**src/sv/gntt_pkg.sv**
```systemverilog
// gntt_pkg: shared types, constants and register codes of the gated nearest-target tracker
// depends on nothing; imported by every module of the tracker
package gntt_pkg;

  // coordinate width that the distance math uses (the input fields are 16 bits wide)
  localparam int CoordBits = 16;
  localparam int CoordW    = (CoordBits < 16) ? CoordBits : 16;
  localparam int SqW       = 2 * CoordW;
  localparam int DistW     = SqW + 1;
  localparam int GateSqW   = 32;
  localparam int CmpW      = (DistW > GateSqW + 1) ? DistW : GateSqW + 1;

  // command queue between front and back
  localparam int CmdDepth = 4;
  localparam int CmdPtrW  = $clog2(CmdDepth);
  localparam int CmdCntW  = $clog2(CmdDepth + 1);

  // result buffer at the back end
  localparam int ResDepth = 2;
  localparam int ResPtrW  = $clog2(ResDepth);
  localparam int ResCntW  = $clog2(ResDepth + 1);

  // configuration port
  localparam int CfgIdxW  = 2;
  localparam int CfgDataW = 16;
  localparam logic [CfgIdxW-1:0] CfgMinScore   = 2'd0;
  localparam logic [CfgIdxW-1:0] CfgMissLimit  = 2'd1;
  localparam logic [CfgIdxW-1:0] CfgGateRadius = 2'd2;

  localparam logic [9:0]         MinScoreRst   = 10'd0;
  localparam logic [7:0]         MissLimitRst  = 8'd5;
  localparam logic [15:0]        GateRadiusRst = 16'd1600;
  localparam logic [GateSqW-1:0] GateSqRst     =
    GateSqW'(GateSqW'(GateRadiusRst) * GateSqW'(GateRadiusRst));

  // request codes on the input channel
  typedef enum logic [1:0] {
    ReqDetect   = 2'd0,
    ReqFrameEnd = 2'd1,
    ReqDropLock = 2'd2
  } req_e;

  // commands after classification
  typedef enum logic [1:0] {
    CmdDetect   = 2'd0,
    CmdFrameEnd = 2'd1,
    CmdDropLock = 2'd2
  } cmd_e;

  typedef struct packed {
    logic [1:0]  req_type;
    logic [15:0] center_x;
    logic [15:0] center_y;
    logic [15:0] box_width;
    logic [15:0] box_height;
    logic [9:0]  score;
  } in_item_t;

  typedef struct packed {
    logic        has_target;
    logic [15:0] target_x;
    logic [15:0] target_y;
    logic [15:0] target_width;
    logic [15:0] target_height;
    logic [9:0]  target_score;
  } out_item_t;

  typedef struct packed {
    logic [9:0]         min_score;
    logic [7:0]         miss_limit;
    logic [GateSqW-1:0] gate_sq;
  } cfg_t;

  typedef struct packed {
    cmd_e              kind;
    logic [CoordW-1:0] x;
    logic [CoordW-1:0] y;
    logic [15:0]       w;
    logic [15:0]       h;
    logic [9:0]        score;
  } cmd_t;

endpackage

```
**src/sv/gntt_front.sv**
```systemverilog
// gntt_front: classifies incoming transactions and filters low-score detections
// depends on gntt_pkg
module gntt_front import gntt_pkg::*; (
  input  logic     accept_i,
  input  in_item_t in_item_i,
  input  cfg_t     cfg_i,
  output logic     cmd_push_o,
  output cmd_t     cmd_o
);

  logic keep;

  // decode request, mask coordinates, drop what has no effect
  always_comb begin
    cmd_o.kind  = CmdDetect;
    cmd_o.x     = in_item_i.center_x[CoordW-1:0];
    cmd_o.y     = in_item_i.center_y[CoordW-1:0];
    cmd_o.w     = in_item_i.box_width;
    cmd_o.h     = in_item_i.box_height;
    cmd_o.score = in_item_i.score;
    keep        = 1'b0;
    case (req_e'(in_item_i.req_type))
      ReqDetect: begin
        keep = (in_item_i.score >= cfg_i.min_score);
      end
      ReqFrameEnd: begin
        cmd_o.kind = CmdFrameEnd;
        keep       = 1'b1;
      end
      ReqDropLock: begin
        cmd_o.kind = CmdDropLock;
        keep       = 1'b1;
      end
      default: begin
        keep = 1'b0;
      end
    endcase
  end

  assign cmd_push_o = accept_i & keep;

endmodule

```
**src/sv/gntt_cmd_fifo.sv**
```systemverilog
// gntt_cmd_fifo: short command queue that decouples the front from the back
// depends on gntt_pkg
module gntt_cmd_fifo import gntt_pkg::*; (
  input  logic clk_i,
  input  logic rst_ni,
  input  logic push_i,
  input  cmd_t data_i,
  output logic full_o,
  input  logic pop_i,
  output logic valid_o,
  output cmd_t data_o
);

  cmd_t               mem_q [CmdDepth];
  logic [CmdPtrW-1:0] wr_ptr_q, wr_ptr_d;
  logic [CmdPtrW-1:0] rd_ptr_q, rd_ptr_d;
  logic [CmdCntW-1:0] count_q, count_d;

  assign full_o  = (count_q == CmdCntW'(CmdDepth));
  assign valid_o = (count_q != '0);
  assign data_o  = mem_q[rd_ptr_q];

  // pointer and occupancy update
  always_comb begin
    wr_ptr_d = wr_ptr_q;
    rd_ptr_d = rd_ptr_q;
    count_d  = count_q;
    if (push_i) begin
      wr_ptr_d = (wr_ptr_q == CmdPtrW'(CmdDepth - 1)) ? '0 : wr_ptr_q + 1'b1;
    end
    if (pop_i) begin
      rd_ptr_d = (rd_ptr_q == CmdPtrW'(CmdDepth - 1)) ? '0 : rd_ptr_q + 1'b1;
    end
    if (push_i && !pop_i) begin
      count_d = count_q + 1'b1;
    end else if (pop_i && !push_i) begin
      count_d = count_q - 1'b1;
    end
  end

  always_ff @(posedge clk_i or negedge rst_ni) begin
    if (!rst_ni) begin
      wr_ptr_q <= '0;
      rd_ptr_q <= '0;
      count_q  <= '0;
    end else begin
      wr_ptr_q <= wr_ptr_d;
      rd_ptr_q <= rd_ptr_d;
      count_q  <= count_d;
    end
  end

  // storage
  always_ff @(posedge clk_i) begin
    if (push_i) begin
      mem_q[wr_ptr_q] <= data_i;
    end
  end

endmodule

```
**src/sv/gntt_back.sv**
```systemverilog
// gntt_back: squared-distance stage, candidate search, lock update and result buffer
// depends on gntt_pkg
module gntt_back import gntt_pkg::*; (
  input  logic      clk_i,
  input  logic      rst_ni,
  input  cfg_t      cfg_i,
  input  logic      cmd_valid_i,
  input  cmd_t      cmd_i,
  output logic      cmd_pop_o,
  input  logic      res_pop_i,
  output logic      res_empty_o,
  output out_item_t res_o
);

  // lock and search state
  logic              lock_valid_q, lock_valid_d;
  cmd_t              lock_q, lock_d;
  logic [8:0]        miss_q, miss_d;
  logic [8:0]        miss_inc;
  logic              near_found_q, near_found_d;
  logic [DistW-1:0]  near_dist_q, near_dist_d;
  cmd_t              near_q, near_d;
  logic              top_found_q, top_found_d;
  cmd_t              top_q, top_d;

  // distance stage
  logic              s2_valid_q, s2_valid_d;
  cmd_t              s2_cmd_q;
  logic [SqW-1:0]    s2_xsq_q, s2_ysq_q;
  logic [CoordW-1:0] dx, dy;
  logic [SqW-1:0]    xsq, ysq;
  logic              s2_ctrl, s2_fire, load;
  logic [DistW-1:0]  d2;
  logic              gate_ok;

  // result buffer
  out_item_t          res_mem_q [ResDepth];
  logic [ResPtrW-1:0] res_wr_q, res_rd_q;
  logic [ResCntW-1:0] res_cnt_q;
  logic               res_room, res_push, res_pop;
  out_item_t          res_new;

  // squared distance of the queue head to the committed lock centre
  assign dx  = (cmd_i.x >= lock_q.x) ? cmd_i.x - lock_q.x : lock_q.x - cmd_i.x;
  assign dy  = (cmd_i.y >= lock_q.y) ? cmd_i.y - lock_q.y : lock_q.y - cmd_i.y;
  assign xsq = SqW'(dx) * SqW'(dx);
  assign ysq = SqW'(dy) * SqW'(dy);

  // a frame end or drop in the stage changes the lock: hold the next load until it has left the stage
  assign s2_ctrl    = s2_valid_q && (s2_cmd_q.kind != CmdDetect);
  assign res_room   = (res_cnt_q != ResCntW'(ResDepth));
  assign s2_fire    = s2_valid_q && ((s2_cmd_q.kind != CmdFrameEnd) || res_room);
  assign load       = cmd_valid_i && !s2_ctrl && (!s2_valid_q || s2_fire);
  assign cmd_pop_o  = load;
  assign s2_valid_d = load || (s2_valid_q && !s2_fire);

  always_ff @(posedge clk_i or negedge rst_ni) begin
    if (!rst_ni) begin
      s2_valid_q <= 1'b0;
    end else begin
      s2_valid_q <= s2_valid_d;
    end
  end

  always_ff @(posedge clk_i) begin
    if (load) begin
      s2_cmd_q <= cmd_i;
      s2_xsq_q <= xsq;
      s2_ysq_q <= ysq;
    end
  end

  // gate check on the registered squares
  assign d2      = DistW'(s2_xsq_q) + DistW'(s2_ysq_q);
  assign gate_ok = (CmpW'(d2) <= CmpW'(cfg_i.gate_sq));
  assign miss_inc = miss_q + 1'b1;

  // commit of the staged transaction
  always_comb begin
    lock_valid_d = lock_valid_q;
    lock_d       = lock_q;
    miss_d       = miss_q;
    near_found_d = near_found_q;
    near_dist_d  = near_dist_q;
    near_d       = near_q;
    top_found_d  = top_found_q;
    top_d        = top_q;
    res_push     = 1'b0;
    if (s2_fire) begin
      case (s2_cmd_q.kind)
        CmdDetect: begin
          if (lock_valid_q && gate_ok && (!near_found_q || (d2 < near_dist_q))) begin
            near_found_d = 1'b1;
            near_dist_d  = d2;
            near_d       = s2_cmd_q;
          end
          if (!top_found_q || (s2_cmd_q.score > top_q.score)) begin
            top_found_d = 1'b1;
            top_d       = s2_cmd_q;
          end
        end
        CmdFrameEnd: begin
          if (!top_found_q) begin
            if (lock_valid_q) begin
              if (miss_inc > {1'b0, cfg_i.miss_limit}) begin
                lock_valid_d = 1'b0;
                miss_d       = '0;
              end else begin
                miss_d = miss_inc;
              end
            end
          end else if (lock_valid_q && near_found_q) begin
            lock_valid_d = 1'b1;
            lock_d       = near_q;
            miss_d       = '0;
          end else begin
            lock_valid_d = 1'b1;
            lock_d       = top_q;
            miss_d       = '0;
          end
          near_found_d = 1'b0;
          top_found_d  = 1'b0;
          res_push     = 1'b1;
        end
        CmdDropLock: begin
          lock_valid_d = 1'b0;
          miss_d       = '0;
          near_found_d = 1'b0;
        end
        default: begin
          lock_valid_d = lock_valid_q;
        end
      endcase
    end
  end

  // result of a frame end: the lock as it stands after the update
  always_comb begin
    res_new               = '0;
    res_new.has_target    = lock_valid_d;
    if (lock_valid_d) begin
      res_new.target_x      = 16'(lock_d.x);
      res_new.target_y      = 16'(lock_d.y);
      res_new.target_width  = lock_d.w;
      res_new.target_height = lock_d.h;
      res_new.target_score  = lock_d.score;
    end
  end

  always_ff @(posedge clk_i or negedge rst_ni) begin
    if (!rst_ni) begin
      lock_valid_q <= 1'b0;
      lock_q       <= '0;
      miss_q       <= '0;
      near_found_q <= 1'b0;
      top_found_q  <= 1'b0;
    end else begin
      lock_valid_q <= lock_valid_d;
      lock_q       <= lock_d;
      miss_q       <= miss_d;
      near_found_q <= near_found_d;
      top_found_q  <= top_found_d;
    end
  end

  // candidate payload, qualified by the found flags
  always_ff @(posedge clk_i) begin
    near_dist_q <= near_dist_d;
    near_q      <= near_d;
    top_q       <= top_d;
  end

  // two-entry result buffer
  assign res_pop     = res_pop_i && (res_cnt_q != '0);
  assign res_empty_o = (res_cnt_q == '0);
  assign res_o       = res_mem_q[res_rd_q];

  always_ff @(posedge clk_i or negedge rst_ni) begin
    if (!rst_ni) begin
      res_wr_q  <= '0;
      res_rd_q  <= '0;
      res_cnt_q <= '0;
    end else begin
      if (res_push) begin
        res_wr_q <= (res_wr_q == ResPtrW'(ResDepth - 1)) ? '0 : res_wr_q + 1'b1;
      end
      if (res_pop) begin
        res_rd_q <= (res_rd_q == ResPtrW'(ResDepth - 1)) ? '0 : res_rd_q + 1'b1;
      end
      if (res_push && !res_pop) begin
        res_cnt_q <= res_cnt_q + 1'b1;
      end else if (res_pop && !res_push) begin
        res_cnt_q <= res_cnt_q - 1'b1;
      end
    end
  end

  always_ff @(posedge clk_i) begin
    if (res_push) begin
      res_mem_q[res_wr_q] <= res_new;
    end
  end

endmodule

```
**src/sv/gated_nearest_target_tracker.sv**
```systemverilog
// gated_nearest_target_tracker: top level with configuration registers, front, queue and back
// depends on gntt_pkg, gntt_front, gntt_cmd_fifo, gntt_back
//
//   channel  | handshake                     | payload
//   ---------+-------------------------------+--------------------------
//   input    | push / full                   | in_item_i  (in_item_t)
//   result   | pop / empty                   | out_item_o (out_item_t)
//   config   | cfg_valid_i / cfg_ready_o     | cfg_index_i, cfg_data_i
//
// one detection per cycle sustained unless a frame end stalls on a full result buffer;
// a frame end or drop lock holds back the next item until it leaves the distance stage,
// since the next squared distance needs the new lock. on an idle block a frame end is
// queued, staged and written to the result buffer before empty falls; then it can be popped.
// full rises when the four-entry command queue fills; the back stalls a frame end
// while the two-entry result buffer is full. config is accepted every cycle.
// reset clears the lock and both searches and loads the register defaults.
module gated_nearest_target_tracker import gntt_pkg::*; (
  input  logic                clk_i,
  input  logic                rst_ni,
  input  logic                push,
  output logic                full,
  input  in_item_t            in_item_i,
  output logic                empty,
  input  logic                pop,
  output out_item_t           out_item_o,
  input  logic                cfg_valid_i,
  output logic                cfg_ready_o,
  input  logic [CfgIdxW-1:0]  cfg_index_i,
  input  logic [CfgDataW-1:0] cfg_data_i
);

  logic [9:0]         min_score_q;
  logic [7:0]         miss_limit_q;
  logic [15:0]        gate_radius_q;
  logic [GateSqW-1:0] gate_sq_q;
  cfg_t               cfg;

  logic accept;
  logic cmd_push, cmd_full, cmd_pop, cmd_valid;
  cmd_t cmd_in, cmd_out;

  assign cfg_ready_o = 1'b1;

  // configuration registers; the gate square is registered from the registered radius
  always_ff @(posedge clk_i or negedge rst_ni) begin
    if (!rst_ni) begin
      min_score_q   <= MinScoreRst;
      miss_limit_q  <= MissLimitRst;
      gate_radius_q <= GateRadiusRst;
      gate_sq_q     <= GateSqRst;
    end else begin
      gate_sq_q <= GateSqW'(GateSqW'(gate_radius_q) * GateSqW'(gate_radius_q));
      if (cfg_valid_i) begin
        case (cfg_index_i)
          CfgMinScore:   min_score_q   <= cfg_data_i[9:0];
          CfgMissLimit:  miss_limit_q  <= cfg_data_i[7:0];
          CfgGateRadius: gate_radius_q <= cfg_data_i;
          default:       min_score_q   <= min_score_q;
        endcase
      end
    end
  end

  assign cfg.min_score  = min_score_q;
  assign cfg.miss_limit = miss_limit_q;
  assign cfg.gate_sq    = gate_sq_q;

  assign full   = cmd_full;
  assign accept = push && !cmd_full;

  // front: classify and filter
  gntt_front u_front (
    .accept_i   (accept),
    .in_item_i  (in_item_i),
    .cfg_i      (cfg),
    .cmd_push_o (cmd_push),
    .cmd_o      (cmd_in)
  );

  // queue between front and back
  gntt_cmd_fifo u_cmd_fifo (
    .clk_i   (clk_i),
    .rst_ni  (rst_ni),
    .push_i  (cmd_push),
    .data_i  (cmd_in),
    .full_o  (cmd_full),
    .pop_i   (cmd_pop),
    .valid_o (cmd_valid),
    .data_o  (cmd_out)
  );

  // back: distance, search, lock and results
  gntt_back u_back (
    .clk_i       (clk_i),
    .rst_ni      (rst_ni),
    .cfg_i       (cfg),
    .cmd_valid_i (cmd_valid),
    .cmd_i       (cmd_out),
    .cmd_pop_o   (cmd_pop),
    .res_pop_i   (pop),
    .res_empty_o (empty),
    .res_o       (out_item_o)
  );

`ifndef SYNTHESIS
  // the front never writes into a full queue
  a_no_push_full: assert property (@(posedge clk_i) disable iff (!rst_ni)
    cmd_push |-> !cmd_full)
    else $error("command pushed into full queue");

  // the back only takes commands that are there
  a_pop_valid: assert property (@(posedge clk_i) disable iff (!rst_ni)
    cmd_pop |-> cmd_valid)
    else $error("command popped from empty queue");

  // a result without a target carries all-zero fields
  a_no_target_zero: assert property (@(posedge clk_i) disable iff (!rst_ni)
    (!empty && !out_item_o.has_target) |->
      (out_item_o.target_x == '0) && (out_item_o.target_y == '0) &&
      (out_item_o.target_width == '0) && (out_item_o.target_height == '0) &&
      (out_item_o.target_score == '0))
    else $error("result without target has nonzero fields");

  // the squared gate follows a radius write through the radius register and then the square register
  a_gate_sq: assert property (@(posedge clk_i) disable iff (!rst_ni)
    (cfg_valid_i && (cfg_index_i == CfgGateRadius)) |=>
      ##1 (gate_sq_q == GateSqW'(GateSqW'($past(cfg_data_i, 2)) *
                                 GateSqW'($past(cfg_data_i, 2)))))
    else $error("squared gate out of step with radius");
`endif

endmodule
```
**config.mk**
```make
export PLATFORM = sky130hd
export DESIGN_NAME = gated_nearest_target_tracker
export DESIGN_NICKNAME = d
export VERILOG_FILES = /design/src/sv/gntt_pkg.sv /design/src/sv/gntt_front.sv /design/src/sv/gntt_cmd_fifo.sv /design/src/sv/gntt_back.sv /design/src/sv/gated_nearest_target_tracker.sv
export SDC_FILE = /design/constraint.sdc
export NUM_CORES = 2
export LEC_CHECK = 0
export ABC_AREA = 1
export BUFFER_PORTS_ARGS = -buffer_cell sky130_fd_sc_hd__buf_2
export CAP_MARGIN = 20
export CORE_ASPECT_RATIO = 1.75
export CORE_MARGIN = 2
export CORE_UTILIZATION = 35
export CTS_CLUSTER_SIZE = 25
export DETAILED_ROUTE_END_ITERATION = 7
export PLACE_DENSITY = 0.58
export SLEW_MARGIN = 20
export SYNTH_ARGS = -nofsm -noshare
export SYNTH_HDL_FRONTEND = slang
export SYNTH_SLANG_ARGS = --single-unit
```
**constraint.sdc**
```tcl
create_clock -name clk_i -period 9.07 [get_ports clk_i]
set_input_delay 0.907 -clock clk_i [delete_from_list [all_inputs] [get_ports clk_i]]
set_output_delay 0.907 -clock clk_i [all_outputs]
set_load 0.01 [all_outputs]
```
# Yosys cells after proc, flatten, opt, wreduce, memory -nomap -nowiden
# Memories as Yosys holds them, arrays and structs flattened.
# Index checks and enable logic that the tools add are counted.
# W data, S select, Z words.
[op_classes]
add_sub_neg = 14
multipliers = 3
order_cmp = 7
n_eq_ne = 14
muxes = 36
bitwise_logic = 1
n_reduce_logical = 51
[ops]
columns = ["operator", "n"]
rows = [
  ["$mux W74", 5],
  ["$mul A16 B16 Y32", 3],
  ["$sub A16 B16 Y16", 4],
  ["$add A32 B32 Y33", 1],
  ["$le A33 B32 Y1", 1],
  ["$lt A33 B33 Y1", 1],
  ["$ge A16 B16 Y1", 2],
  ["$mux W16", 2],
  ["$mux W9", 3],
  ["$pmux W9 S2", 1],
  ["$reduce_and A3 Y1", 5],
  ["$logic_and A1 B1 Y1", 14],
  ["$mux W1", 14],
  ["$reduce_bool A2 Y1", 7],
  ["$eq A2 B2 Y1 const B", 5],
  ["$ge A10 B10 Y1", 1],
  ["$gt A10 B10 Y1", 1],
  ["$logic_not A1 Y1", 10],
  ["$add A9 B1 Y9 const B", 1],
  ["$gt A9 B8 Y1", 1],
  ["$logic_not A2 Y1", 4],
  ["$mux W2", 4],
  ["$pmux W1 S2", 4],
  ["$add A2 B1 Y2 const B", 3],
  ["other kinds (16)", 29],
]
[word_totals]
reg_bits = 485
ramBits = 454
inputBits = 99
out_inout_bits = 78
word_cells = 167
mem_count = 2
[memory_table]
columns = ["name", "words", "word_bits", "read_ports", "rd_clocked_by_memory_dff", "wr", "line_no", "source"]
rows = [
  ["u_cmd_fifo.mem_q", 4, 76, 1, 0, 1, "gntt_cmd_fifo.sv:14", "cmd_t mem_q [CmdDepth];"],
  ["u_back.res_mem_q", 2, 75, 1, 0, 1, "gntt_back.sv:37", "out_item_t res_mem_q [ResDepth];"],
]

# Depth between registers and ports, before layout
[logic_depth]
ltp_word = 8
depth_mapped = 44
ltp_nobuf = 41

# Modules after synthesis
# A second synthesis with hierarchy kept.
[unflattened]
hier_cells = 6690
hier_area_um2 = 65079.9
[by_module_without_submodules]
columns = ["mod", "n_inst", "cells_per_inst", "area_per_inst_um2", "seq_area_each_um2"]
rows = [
  ["gntt_back", 1, 4308, 41419.7, 16360.7],
  ["gntt_cmd_fifo", 1, 940, 12404.4, 9303.9],
  ["gated_nearest_target_tracker", 1, 1305, 10326.2, 1639.1],
  ["gntt_front", 1, 137, 929.6, 0.0],
]

# Least setup slack after synthesis
# No wires, ideal clock.
[synth_path]
kind = "flip-flop to flip-flop"
from = "register u_back.s2_cmd_q[74] (netlist name)"
to = "register u_cmd_fifo.count_q[1]"
setup_ps = 125
arrival_time_ps = 8154
required_time_ps = 8945
path_slack_ps = 791
path_stages_with_launch = 12
path_buffers = 0
synth_period_minus_slack_ps = 8279
path_cell_list = "edfxtp_1 inv_1 ha_1 inv_1 a21oi_1 inv_1 nor2_1 inv_1 ha_1 inv_1 fa_1 mux2_2"
[synth_between]
elab_chain_cells = 8
word_cells_on_any_way = 14
cone_classes = "eq/ne: 1; mux: 1; reduce/logical: 12"
[synth_lines]
columns = ["item", "line_no", "source"]
rows = [
  ["from (decl)", "gntt_back.sv:28", "cmd_t s2_cmd_q;"],
  ["from (signal assigned)", "gntt_back.sv:67", "s2_cmd_q <= cmd_i;"],
  ["$ne A2 B1 Y1 / $reduce_bool A2 Y1 (equally long branches)", "gntt_back.sv:52, gntt_back.sv:50", ""],
  ["$logic_or A1 B1 Y1 / $logic_and A1 B1 Y1 (equally long branches)", "gntt_back.sv:52, gntt_back.sv:50", ""],
  ["$logic_and A1 B1 Y1 / $logic_not A1 Y1 (equally long branches)", "gntt_back.sv:52, gntt_back.sv:53", ""],
  ["$logic_or A1 B1 Y1 / $logic_and A1 B1 Y1 (equally long branches)", "gntt_back.sv:53", "assign load = cmd_valid_i && !s2_ctrl && (!s2_valid_q || s2_fire);"],
  ["$logic_and A1 B1 Y1 *", "gntt_back.sv:53", ""],
  ["net cmd_pop", "gated_nearest_target_tracker.sv:39", "logic cmd_push, cmd_full, cmd_pop, cmd_valid;"],
  ["$logic_not A1 Y1 *", "gntt_cmd_fifo.sv:34", "if (push_i && !pop_i) begin"],
  ["$logic_and A1 B1 Y1 *", "gntt_cmd_fifo.sv:34", ""],
  ["$mux W3 *", "gntt_cmd_fifo.sv:34", ""],
  ["net u_cmd_fifo.count_d[1]", "gntt_cmd_fifo.sv:17", "logic [CmdCntW-1:0] count_q, count_d;"],
  ["to (signal assigned)", "gntt_cmd_fifo.sv:49", "count_q <= count_d;"],
  ["to (decl)", "gntt_cmd_fifo.sv:17", ""],
]
# Mark *: on every way through the listed nets, which the timed path passes. The rest lies on a longest branch.
# A chain may end at the register's enable or synchronous reset.

==> results.ini <==
[grt]
grt_overflow=0
grt_pass1_vias=47110
grt-busiest-layer=met2
use_met2_pct=35.96
use_met3_pct=2.759
grt_max_degree=126
grt_pass1_wl_mm=271.2
use_met1_pct=20.86
antenna_found_initial=31
track_usage_pct=19.23

[drt]
drt-initial-drc-count=2323
dr.pass1.iters=6
ant_nets=0
via_count=44390
drc=0
routedWlPerCell_microns=19.35
viasPerCell=4.850
routed_wl_mm=177.1

[final_layout]
final_cell_mix=inv_1 (1222), nand2_1 (1061), edfxtp_1 (773)
layout-drive-gt1-share_pct=10.27
area_growth_pct=13.35
layout_commonest_cell=inv_1
final_cells=9153
fin_nets=7759

[sta]
tightest_slew_ps=991.8
period_share_pct=95.43
setup_viol=0
layout_min_cycle_time_ps=8656
tns_ps=0
fmax_ghz=0.1155
clock_skew_ps=51.46
slew_viol_final=0
whs_ps=168.1
slew_headroom_pct=33.88
hold_viol=0
worst_slack_ps=414.3

[logic_synthesis]
synth_fp_nets=7431
yosysUniqueCellTypes=60
syn_area_sq_um=63150
synthArstFlopShare_pct=17.41
syn_inst=6344
ys_seq_area_share_pct=43.24
dominantRegCellSynth=edfxtp_1
yosys_warnings=0
yosys_register_bits=936
synth_edf_count=773
postSynthAreaPerCell_sq_um=9.954

[floorplanning]
die_x_microns=325.1
core_area_sq_um=179700
die_area_sq_um=184000
fp.dieH_microns=565.9
start_util_pct=35.15
io_pins=177
num_rows=206

[placed_design]
dpl.hpwl_mm=137.6
pre_cts_slack_ps=38.47
place_congestion=0.9397
dpl.cell_count=8966
port_buffers=175

[setup_path]
reg2reg_depth=38
r2r-start=u_cmd_fifo.rd_ptr_q[0]$_DFFE_PN0P_
slowest_delay_ps=560
path_class=register to register
crit_required_ps=9560
crit_path_end_kind=register
critPathArrivalTime_ps=9150
reg2reg_to=u_back.s2_ysq_q[30]$_DFFE_PP_
path_max_fanout=21
ff2ff_setup_slack_ps=410
cp_slowest_cell=fa_1
startpoint_type=register

[run]
cap_viol_max_count=0

[worst_hold_path]
hold_path_class=input port to asynchronous set/reset pin

[clock_tree]
cts.reportedPaths.clkPinSlew_ps=60
clockBufferDepth=3
cts_tree=yes
htreeDepth=3
cts_made_buffers=93
clk_latency_ps=740
cts_sinks=936
cts-root-buf=clkbuf_16

[outcome]
status=completed

[cells in the mapped netlist, types with 18 or more instances]
library cell,number,area [sq um]
inv_1,1225,4598
buf_2,19,95.09
o22ai_1,46,287.8
nand2_1,1065,3998
o21bai_1,20,150.1
o21ai_0,403,2017
nor2_1,506,1899
nand3_1,86,430.4
a32oi_1,30,262.8
xor2_1,121,1060
nor3_1,33,165.2
a21o_1,26,195.2
nand4_1,18,112.6
fa_1,493,9869
xnor2_1,58,508.0
a21oi_1,417,2087
inv_2,21,78.83
ha_1,495,6193
dfrtp_1,153,3829
edfxtp_1,773,23210
clkbuf_1,154,578.1
[how the worst max path moves through the flow]
stage	cells after the start	start	slack (ps)	end
3_3_place_gp	37	u_cmd_fifo.rd_ptr_q[0]$_DFFE_PN0P_	80	u_back.s2_xsq_q[23]$_DFFE_PP_
3_5_place_dp	37	u_cmd_fifo.rd_ptr_q[0]$_DFFE_PN0P_	40	u_back.s2_xsq_q[23]$_DFFE_PP_
2_1_floorplan	11	u_back.s2_cmd_q[74]$_DFFE_PP_	790	u_cmd_fifo.count_q[1]$_DFFE_PN0P_
5_1_grt	37	u_cmd_fifo.rd_ptr_q[0]$_DFFE_PN0P_	-2	u_back.s2_xsq_q[24]$_DFFE_PP_
4_1_cts	40	u_cmd_fifo.rd_ptr_q[0]$_DFFE_PN0P_	8	u_back.s2_ysq_q[26]$_DFFE_PP_
6_report	38	u_cmd_fifo.rd_ptr_q[0]$_DFFE_PN0P_	410	u_back.s2_ysq_q[30]$_DFFE_PP_
[layout make-up]
cell class                 instances  area (sq um)
fill                           17720        108100
inverter                        1250          4716
multi-input combinational       3964         30560
sequential                       936         27310
clock inverter                    61         590.6
timing repair buffer             427          2888
antenna                           11         27.53
clock buffer                     112          2490
tap                             2392          2993
[worst max-delay path: cells and delay by family, from the launching register on]
kind | cells | cell delay [ps]
fa+ha+maj | 9 | 4000
simple gates | 6 | 590
buf+inv | 14 | 1590
flops | 1 | 520
xor+xnor | 1 | 330
compound gates | 8 | 1350
[through the flow]
step / cell area, sq um / utilization (%)
global route: 71560 / 39.83
detailed placement: 68260 / 37.99
global placement: 68260 / 37.99
finish: 71580 / 39.84
CTS: 71340 / 39.71
floorplan: 63150 / -
[flip-flops by register name, indices dropped and copies added (netlist names), 2 cells and up]
| name | cells |
|---|---|
| u_back.res_cnt_q | 2 |
| u_back.s2_ysq_q | 31 |
| u_cmd_fifo.mem_q | 304 |
| gate_sq_q | 31 |
| u_back.res_mem_q | 150 |
| u_back.top_q | 74 |
| u_back.s2_xsq_q | 31 |
| u_back.s2_cmd_q | 76 |
| gate_radius_q | 16 |
| u_cmd_fifo.wr_ptr_q | 2 |
| u_back.lock_q | 74 |
| u_cmd_fifo.count_q | 3 |
| min_score_q | 10 |
| u_back.miss_q | 9 |
| miss_limit_q | 8 |
| u_back.near_q | 74 |
| u_back.near_dist_q | 33 |
| u_cmd_fifo.rd_ptr_q | 2 |
[logic make-up after synthesis]
family | count (synthesis) | synth area share (%)
compound gates | 1029 | 8.926
xor+xnor | 184 | 2.647
fa+ha+maj | 988 | 25.44
buf+inv | 1444 | 8.688
flops | 936 | 43.24
mux | 3 | 0.05151
other cells | 1 | 0.005938
simple gates | 1759 | 11.01
[per-layer routing]
metal | part of all wire, % | vias up
li1 | - | 21100
met1 | 37 | 21920
met2 | 53 | 968
met3 | 4.3 | 383
met4 | 5.5 | 26
met5 | 0.096 | -
[timing repair]
action                     4_1_cts  5_1_grt
cloned                           0        1
hold buffers                     0        0
gates resized for setup          1       40
setup buffers                    0        1
setup endpoints to repair        1       35
pin swaps                        0        1
Power is not shown: default switching activity piles up to over one toggle a cycle in this logic, so the estimate is an artifact.
